==> config.mk <==
export PLATFORM = sky130hd
export DESIGN_NAME = dmrs_ctrl
export DESIGN_NICKNAME = d
export VERILOG_FILES = /design/src/rtl/dmrs_pkg.sv /design/src/rtl/dmrs_ctrl.sv
export VERILOG_INCLUDE_DIRS = /design/src /design/src/rtl
export SDC_FILE = /design/constraint.sdc
export NUM_CORES = 1
export LEC_CHECK = 0
export BUFFER_PORTS_ARGS = -buffer_cell sky130_fd_sc_hd__buf_2
export CAP_MARGIN = 0
export CORE_MARGIN = 2
export CORE_UTILIZATION = 25
export DETAILED_ROUTE_END_ITERATION = 10
export GPL_TIMING_DRIVEN = 0
export PLACE_DENSITY = 0.42
export SYNTH_ARGS = -nofsm -noshare
export SYNTH_HDL_FRONTEND = slang
export SYNTH_SLANG_ARGS = --single-unit
==> constraint.sdc <==
create_clock -name clk -period 2.06 [get_ports clk]
set_input_delay 0.103 -clock clk [delete_from_list [all_inputs] [get_ports clk]]
set_output_delay 0.103 -clock clk [all_outputs]
set_load 0.005 [all_outputs]
==> src/rtl/damaged_media_read_scheduler_macros.svh <==
// assertion macros shared by the scheduler modules
`ifndef DAMAGED_MEDIA_READ_SCHEDULER_MACROS_SVH
`define DAMAGED_MEDIA_READ_SCHEDULER_MACROS_SVH

// antecedent implies consequent in the same cycle
`define DMRS_ASSERT_NOW(label, ante, cons, msg) \
    label: assert property (@(posedge clk) disable iff (!rst_n) (ante) |-> (cons)) \
        else $error(msg);

// antecedent implies consequent in the next cycle
`define DMRS_ASSERT_NEXT(label, ante, cons, msg) \
    label: assert property (@(posedge clk) disable iff (!rst_n) (ante) |=> (cons)) \
        else $error(msg);

`endif

==> src/rtl/dmrs_pkg.sv <==
// types and constants of the damaged media read scheduler
`timescale 1ns / 1ps
package dmrs_pkg;

    localparam int LBA_W           = 48;
    localparam int SECS_W          = 9;
    localparam int ZONES_OUT_W     = 11;
    localparam int CFG_IDX_W       = 2;
    localparam int CHUNK_SECTORS   = 256;
    localparam int SPLIT_ZONE_CAP  = 1000;
    localparam logic [LBA_W-1:0] SPLIT_MIN_RESET = 48'd1000000;

    // register indexes
    localparam logic [CFG_IDX_W-1:0] CFG_FIRST_LBA  = 2'd0;
    localparam logic [CFG_IDX_W-1:0] CFG_LIMIT_LBA  = 2'd1;
    localparam logic [CFG_IDX_W-1:0] CFG_SPLIT_MIN  = 2'd2;

    // request opcodes
    typedef enum logic [1:0] {
        OP_REQUEST = 2'd0,
        OP_REPORT  = 2'd1,
        OP_RESTART = 2'd2,
        OP_UNUSED  = 2'd3
    } opcode_t;

    // datapath commands
    typedef enum logic [4:0] {
        CMD_NONE,
        CMD_RESTART,
        CMD_REQ_EMPTY,
        CMD_RES_ZERO,
        CMD_WALK_START,
        CMD_WALK_NEXT,
        CMD_CAPTURE,
        CMD_TAKE,
        CMD_TAKE_FWD,
        CMD_HEAD_READ,
        CMD_SPLIT_MID,
        CMD_SPLIT_NEW,
        CMD_SPLIT_HEAD,
        CMD_REP_READ,
        CMD_REP_UPDATE,
        CMD_PREV_READ,
        CMD_UNLINK_PREV,
        CMD_UNLINK_HEAD,
        CMD_POST
    } dp_cmd_t;

    // datapath status toward the controller
    typedef struct packed {
        logic count_zero;
        logic walk_good;
        logic walk_last;
        logic split_ok;
        logic zone_empty;
        logic has_prev;
        logic pending;
        logic out_free;
    } dp_status_t;

endpackage

==> src/rtl/dmrs_ctrl.sv <==
// controller state machine of the read scheduler
`timescale 1ns / 1ps
`include "damaged_media_read_scheduler_macros.svh"
module dmrs_ctrl (
    input  logic                clk,
    input  logic                rst_n,
    input  logic                in_valid,
    input  logic [1:0]          in_opcode,
    output logic                in_ready,
    input  dmrs_pkg::dp_status_t status,
    output dmrs_pkg::dp_cmd_t   cmd
);
    import dmrs_pkg::*;

    typedef enum logic [3:0] {
        S_IDLE,
        S_WALK,
        S_TAKE,
        S_HEAD_WAIT,
        S_SPLIT_MID,
        S_SPLIT_CHK,
        S_SPLIT_HEAD,
        S_REP_WAIT,
        S_REP_UPD,
        S_REP_CHK,
        S_PREV_WAIT,
        S_ZERO,
        S_POST
    } state_t;

    state_t state_reg, state_next;
    logic   accept;

    assign in_ready = (state_reg == S_IDLE);
    assign accept   = in_valid && in_ready;

    // next state and command
    always_comb
    begin
        state_next = state_reg;
        cmd        = CMD_NONE;
        case (state_reg)
            S_IDLE:
            begin
                if (accept)
                begin
                    case (opcode_t'(in_opcode))
                        OP_REQUEST:
                        begin
                            if (status.count_zero)
                            begin
                                cmd        = CMD_REQ_EMPTY;
                                state_next = S_POST;
                            end
                            else
                            begin
                                cmd        = CMD_WALK_START;
                                state_next = S_WALK;
                            end
                        end
                        OP_REPORT:
                        begin
                            if (status.pending)
                            begin
                                cmd        = CMD_REP_READ;
                                state_next = S_REP_WAIT;
                            end
                            else
                            begin
                                state_next = S_ZERO;
                            end
                        end
                        OP_RESTART:
                        begin
                            cmd        = CMD_RESTART;
                            state_next = S_ZERO;
                        end
                        default:
                        begin
                            state_next = S_ZERO;
                        end
                    endcase
                end
            end
            S_WALK:
            begin
                if (status.walk_good)
                begin
                    cmd        = CMD_CAPTURE;
                    state_next = S_TAKE;
                end
                else if (status.walk_last)
                begin
                    cmd        = CMD_HEAD_READ;
                    state_next = S_HEAD_WAIT;
                end
                else
                begin
                    cmd = CMD_WALK_NEXT;
                end
            end
            S_TAKE:
            begin
                cmd        = CMD_TAKE;
                state_next = S_POST;
            end
            S_HEAD_WAIT:
            begin
                cmd        = CMD_CAPTURE;
                state_next = S_SPLIT_MID;
            end
            S_SPLIT_MID:
            begin
                cmd        = CMD_SPLIT_MID;
                state_next = S_SPLIT_CHK;
            end
            S_SPLIT_CHK:
            begin
                if (status.split_ok)
                begin
                    cmd        = CMD_SPLIT_NEW;
                    state_next = S_SPLIT_HEAD;
                end
                else
                begin
                    cmd        = CMD_TAKE_FWD;
                    state_next = S_POST;
                end
            end
            S_SPLIT_HEAD:
            begin
                cmd        = CMD_SPLIT_HEAD;
                state_next = S_TAKE;
            end
            S_REP_WAIT:
            begin
                cmd        = CMD_CAPTURE;
                state_next = S_REP_UPD;
            end
            S_REP_UPD:
            begin
                cmd        = CMD_REP_UPDATE;
                state_next = S_REP_CHK;
            end
            S_REP_CHK:
            begin
                if (!status.zone_empty)
                begin
                    state_next = S_ZERO;
                end
                else if (status.has_prev)
                begin
                    cmd        = CMD_PREV_READ;
                    state_next = S_PREV_WAIT;
                end
                else
                begin
                    cmd        = CMD_UNLINK_HEAD;
                    state_next = S_ZERO;
                end
            end
            S_PREV_WAIT:
            begin
                cmd        = CMD_UNLINK_PREV;
                state_next = S_ZERO;
            end
            S_ZERO:
            begin
                cmd        = CMD_RES_ZERO;
                state_next = S_POST;
            end
            S_POST:
            begin
                if (status.out_free)
                begin
                    cmd        = CMD_POST;
                    state_next = S_IDLE;
                end
            end
            default:
            begin
                state_next = S_IDLE;
            end
        endcase
    end

    // state register
    always_ff @(posedge clk or negedge rst_n)
    begin
        if (!rst_n)
            state_reg <= S_IDLE;
        else
            state_reg <= state_next;
    end

    `DMRS_ASSERT_NEXT(a_busy_after_accept, accept, !in_ready, "accepted while busy")
    `DMRS_ASSERT_NEXT(a_post_to_idle, state_reg == S_POST && status.out_free, in_ready,
        "result posted but controller not idle")
    `DMRS_ASSERT_NOW(a_walk_nonempty, state_reg == S_WALK, !status.count_zero,
        "zone walk on empty table")

endmodule

Word-level counts from Yosys, hierarchy flattened
Cells that the tools add are included.
- mux-type cells: 22
- reduce and logical (&&, ||, !) cells: 6
- eq/ne operators: 17
- operators with widths (operator ; count):
    5-bit one-hot mux with 12 select lines ; 1
    4-bit one-hot mux with 12 select lines ; 1
    4-bit two-way mux ; 11
    4-bit == test, second input constant ; 5
    4-bit by 3-bit == test with 1-bit output, second input constant ; 4
    5-bit two-way mux ; 3
    4-bit one-hot mux with 3 select lines ; 1
    4-bit by 2-bit == test with 1-bit output, second input constant ; 2
    4-bit one-hot mux with 2 select lines ; 1
    4-bit by 1-bit == test with 1-bit output, second input constant ; 1
    4-bit logical NOT ; 1
    2-bit OR reduction ; 2
    3-bit two-way mux ; 1
    3-bit != test, second input constant ; 1
    3-bit AND reduction ; 1
    2-bit by 1-bit == test with 1-bit output, second input constant ; 1
    2-bit == test, second input constant ; 1
    2-bit logical NOT ; 1
    1-bit two-way mux ; 2
    2-bit two-way mux ; 1
    2-bit by 1-bit != test with 1-bit output, second input constant ; 1
    2-bit != test, second input constant ; 1
    1-bit logical AND ; 1
- word-level logic and storage cells: 46
- output and inout bits: 6
- register bits after elaboration: 4

Longest topological paths before layout
- word-level depth: 4
- mapped depth: 6
- gate-level depth less buffers: 5

Least setup slack after synthesis
No wires, ideal clock.
- path kind: reg-to-output
- start point: register state_reg[2]
- end point: output cmd[2]
- buffers on the path: 1
- data arrival time: 1546 ps
- slack: 411 ps
- cell stages (with the launch flop): 7
- required time: 1957 ps
- path through: dfrtp_1 > buf_6 > or4_4 > clkinv_2 > nand2_1 > or3_1 > o211ai_2
- longest elaborated chain between the ends: 4
- ends and longest elaborated chain (element ; RTL line ; source):
    start, declared ; dmrs_ctrl.sv:31 ; state_t state_reg, state_next;
    start signal, assigned ; dmrs_ctrl.sv:193 ; state_reg <= state_next;
    4-bit logical NOT * ; dmrs_ctrl.sv:34 ; assign in_ready = (state_reg == S_IDLE);
    net in_ready ; dmrs_ctrl.sv:9 ; output logic in_ready,
    1-bit logical AND ; dmrs_ctrl.sv:35 ; assign accept = in_valid && in_ready;
    4-bit two-way mux ; dmrs_ctrl.sv:45 ; if (accept)
    5-bit one-hot mux with 12 select lines * ; dmrs_ctrl.sv:42 ; case (state_reg)
    end, declared ; dmrs_ctrl.sv:11 ; output dmrs_pkg::dp_cmd_t cmd
The timed path passes the listed nets; every way through them passes the cells marked *.

Worst setup path in the final report
- start point: register state_reg[2]
- end point: output cmd[2]
- longest elaborated chain between the ends: 4
- ends and longest elaborated chain (element ; RTL line):
    4-bit logical NOT ; dmrs_ctrl.sv:34, dmrs_ctrl.sv:42
    1-bit logical AND ; dmrs_ctrl.sv:35
    4-bit two-way mux ; dmrs_ctrl.sv:45
    5-bit one-hot mux with 12 select lines * ; dmrs_ctrl.sv:42
Every way passes the cells marked *; elsewhere a longest branch is shown, timed or not.

==> impl_metrics.csv <==
group,metric,value,unit
die,io_pins,19,
setup_path,worstSetupEndpointType,"output pin",
cells_and_area,largest_reg_flops,4,
cells_and_area,drive_above_1_share,26.2,%
synthesis,ys_ff_latch,4,
synthesis,avgSynthCellArea,6.85,um^2
cts,clockBufferDepth,2,
drt,vias,690,
synthesis,synth_cell_types,39,
setup_path,path_cells,"buf_6 > or4_4 > clkinv_4 > nand2_2 > or3_1 > o211ai_2 > buf_2",
sta,setup_viol,0,
pwr,comb_power_share,74.7,%
place,post_dp_cell_area,714,um^2
sta,relSlewSlack,67.5,%
setup_path,worstSetupPathType,"register to output pin",
die,floorplan.initialDensity,26.6,%
sta,worst_pin_slew,0.487,ns
cts,cts_buffers,3,
setup_path,setup.worst_path.start_class,"register",
synthesis,synth_top_cells_by_area,"dfrtp_1, nand2_1, a21oi_1",
synthesis,yosysTopAreaCell,"dfrtp_1",
cts,post_cts.repair.setup_buffers,0,
synthesis,yosysSeqAreaShare,17.0,%
setup_path,crit_arrival,1.88,ns
synthesis,yosys_warnings,0,
pwr,p_int,536,uW
sta,fmax,0.503,GHz
global_route,overflow,0,
setup_path,rrSetupSlack,0.32,ns
setup_path,reg2regPathDepth,5,
die,num_rows,17,
drt,drt-total-wl,1780,um
setup_path,critPathMaxFanout,8,
synthesis,netlist_area,589,um^2
sta,finalSetupTns,0,ns
cts,htree_levels,1,
die,die-area,2760,um^2
sta,fin_worst_skew,0.00199,ns
pwr,p_leak,0.000332,uW
cells_and_area,regArea,101,um^2
die,die_height,52.6,um
cts,cts_root_buf,"clkbuf_4",
global_route,grt_pass1_vias,653,
synthesis,synthCells,86,
place,port_buffers,18,
global_route,grt_max_degree,11,
sta,fin_crit_sh,96.4,%
drt,ant_nets,0,
cts,clk-insertion-delay-late,0.23,ns
global_route,antenna_found_initial,0,
cells_and_area,diodes,0,
die,die_w,52.6,um
cells_and_area,syn_to_final_growth,27.4,%
synthesis,syn_nets,99,
place,dp_hpwl,1400,um
place,gp_congestion,0.801,
pwr,clockPowerShare,9.1,%
setup_path,crit_required,1.96,ns
sta,rsz0062_at_grt,"no",
pwr,power_density,1430,nW/um^2
cts,clkTransAtPathRegs,0.04,ns
synthesis,netlist.area_leader.share,17.0,%
cts,clock_sinks,4,
global_route,grt_pass1_wl,2920,um
die,coreArea,2210,um^2
drt,dr.first_iter.drc_count,10,
drt,dr.pass1.iters,4,
sta,period_minus_slack,1.99,ns
global_route,globalRouteTotalUtil,14.4,%
drt,wl_per_cell,13.2,um
cells_and_area,nets,122,
cts,cts_tree,"built",
sta,drv_slew,0,
cells_and_area,fin_area,751,um^2
run,cap_violations,0,
drt,vias_per_cell,5.11,
setup_path,slowest_stage,"or4_4",
cells_and_area,final_core_util,33.9,%
pwr,peakVddDrop,582,uV
outcome,status,"completed",
pwr,p_switching,535,uW
pwr,power_frac_seq,16.1,%
cells_and_area,multi_input_area,430,um^2
cells_and_area,fillCellCount,265,
setup_path,cp_slowest_stage_delay,0.50,ns
sta,final_hold_viol_count,0,
pwr,switching_share,49.9,%
min_path,hold_path.class,"input port to async pin",
pwr,p_total,1070,uW
drt,drc,0,
## timing repair
| item | in CTS | in global routing |
|---|---|---|
| hold buffers | 1 | 0 |
| endpoints found under the hold margin | 4 | 0 |
| pin swaps | 1 | 1 |
| setup endpoints to repair | 1 | 3 |
| gates resized for setup | 1 | 2 |
## layer usage
layer	up-vias	part of all wire, %	global-route usage, %	wire (um)
met2	21	46	22.9	825
li1	363	-	-	-
met1	302	46	18.1	823
met4	0	1.9	7.26	33
met3	4	5.3	2.86	95
met5	-	0	0	0
## through the flow
step           std cells  hold WS, ns  setup WS (ns)
2_1_floorplan         86       -0.193          0.411
3_3_place_gp         132      -0.0900          0.257
3_5_place_dp         132      -0.0885          0.241
4_1_cts              136        0.195         0.0200
5_1_grt              135        0.201        0.00199
6_report             135        0.198         0.0732
## path summary, 6_finish.rpt
| kind | startpoint | to |
|---|---|---|
| hold / removal | rst_n | state_reg[2] |
| hold reg to reg | state_reg[3] | state_reg[3] |
| setup reg to reg | state_reg[2] | state_reg[2] |
| min in group clk | status[0] | state_reg[3] |
| max in group asynchronous | rst_n | state_reg[3] |
| setup / recovery | state_reg[2] | cmd[2] |
## cell families (layout without fill, tap and decap cells)
kind of cell / Yosys count / in the layout / synth area share, %
DFF: 4 / 4 / 17.0
muxes: 1 / 1 / 1.70
and+or+nand+nor: 34 / 34 / 30.8
buffers and inverters: 14 / 35 / 10.4
AOI/OAI and AO/OA: 33 / 33 / 40.1
## worst max-delay path: cells and delay by family, from the launching register on
family,cells,cell delay (ns)
flip-flops,1,0.36
buffers and inverters,3,0.34
AO/OA/AOI/OAI,1,0.08
AND/OR/NAND/NOR,3,0.87
## cell usage in the layout (no fill, tap or decap), types with 2 or more instances in the layout
cell type  netlist  final
a21oi_1          7      7
a22oi_1          3      3
a31oi_1          3      3
buf_2            0     18
clkbuf_1         5      4
clkbuf_4         0      3
dfrtp_1          4      3
inv_1            7      7
nand2_1         11     10
nand2b_1         2      2
nand3_1          2      2
nor2_1           4      4
nor2b_1          5      5
o21ai_0          3      3
o21bai_1         2      2
o31ai_1          2      2
or3_1            2      2
## final cells by class
cell class	count	area share [%]
buffer	5	3.50
timing repair buffer	19	13.3
multi-input combinational	68	57.3
clock buffer	3	3.00
tap	28	4.67
sequential	4	13.5
inverter	8	4.67
## power groups by stage
stage	Clock [uW]	Sequential [uW]	Combinational, uW
after floorplan	0	144	581
after global placement	0	153	835
after detailed placement	0	152	809
after CTS	102	150	819
after global routing	109	178	904
final	97.6	173	800
## synthesized netlist by cell type, drive strengths merged
| master | number |
|---|---|
| a211oi | 1 |
| a21boi | 1 |
| a21o | 1 |
| a21oi | 7 |
| a22oi | 3 |
| a311oi | 1 |
| a31o | 1 |
| a31oi | 3 |
| a32oi | 1 |
| a41o | 1 |
| and3 | 1 |
| buf | 1 |
| clkbuf | 5 |
| clkinv | 1 |
| dfrtp | 4 |
| inv | 7 |
| mux2i | 1 |
| nand2 | 11 |
| nand2b | 2 |
| nand3 | 2 |
| nand3b | 1 |
| nand4 | 1 |
| nand4b | 1 |
| nor2 | 4 |
| nor2b | 5 |
| nor3 | 1 |
| nor3b | 1 |
| nor4 | 1 |
| o2111ai | 1 |
| o211ai | 2 |
| o21ai | 3 |
| o21ba | 1 |
| o21bai | 2 |
| o2bb2ai | 1 |
| o311ai | 1 |
| o31ai | 2 |
| or3 | 2 |
| or4 | 1 |
Note: power is estimated with default switching activity, not from simulation.
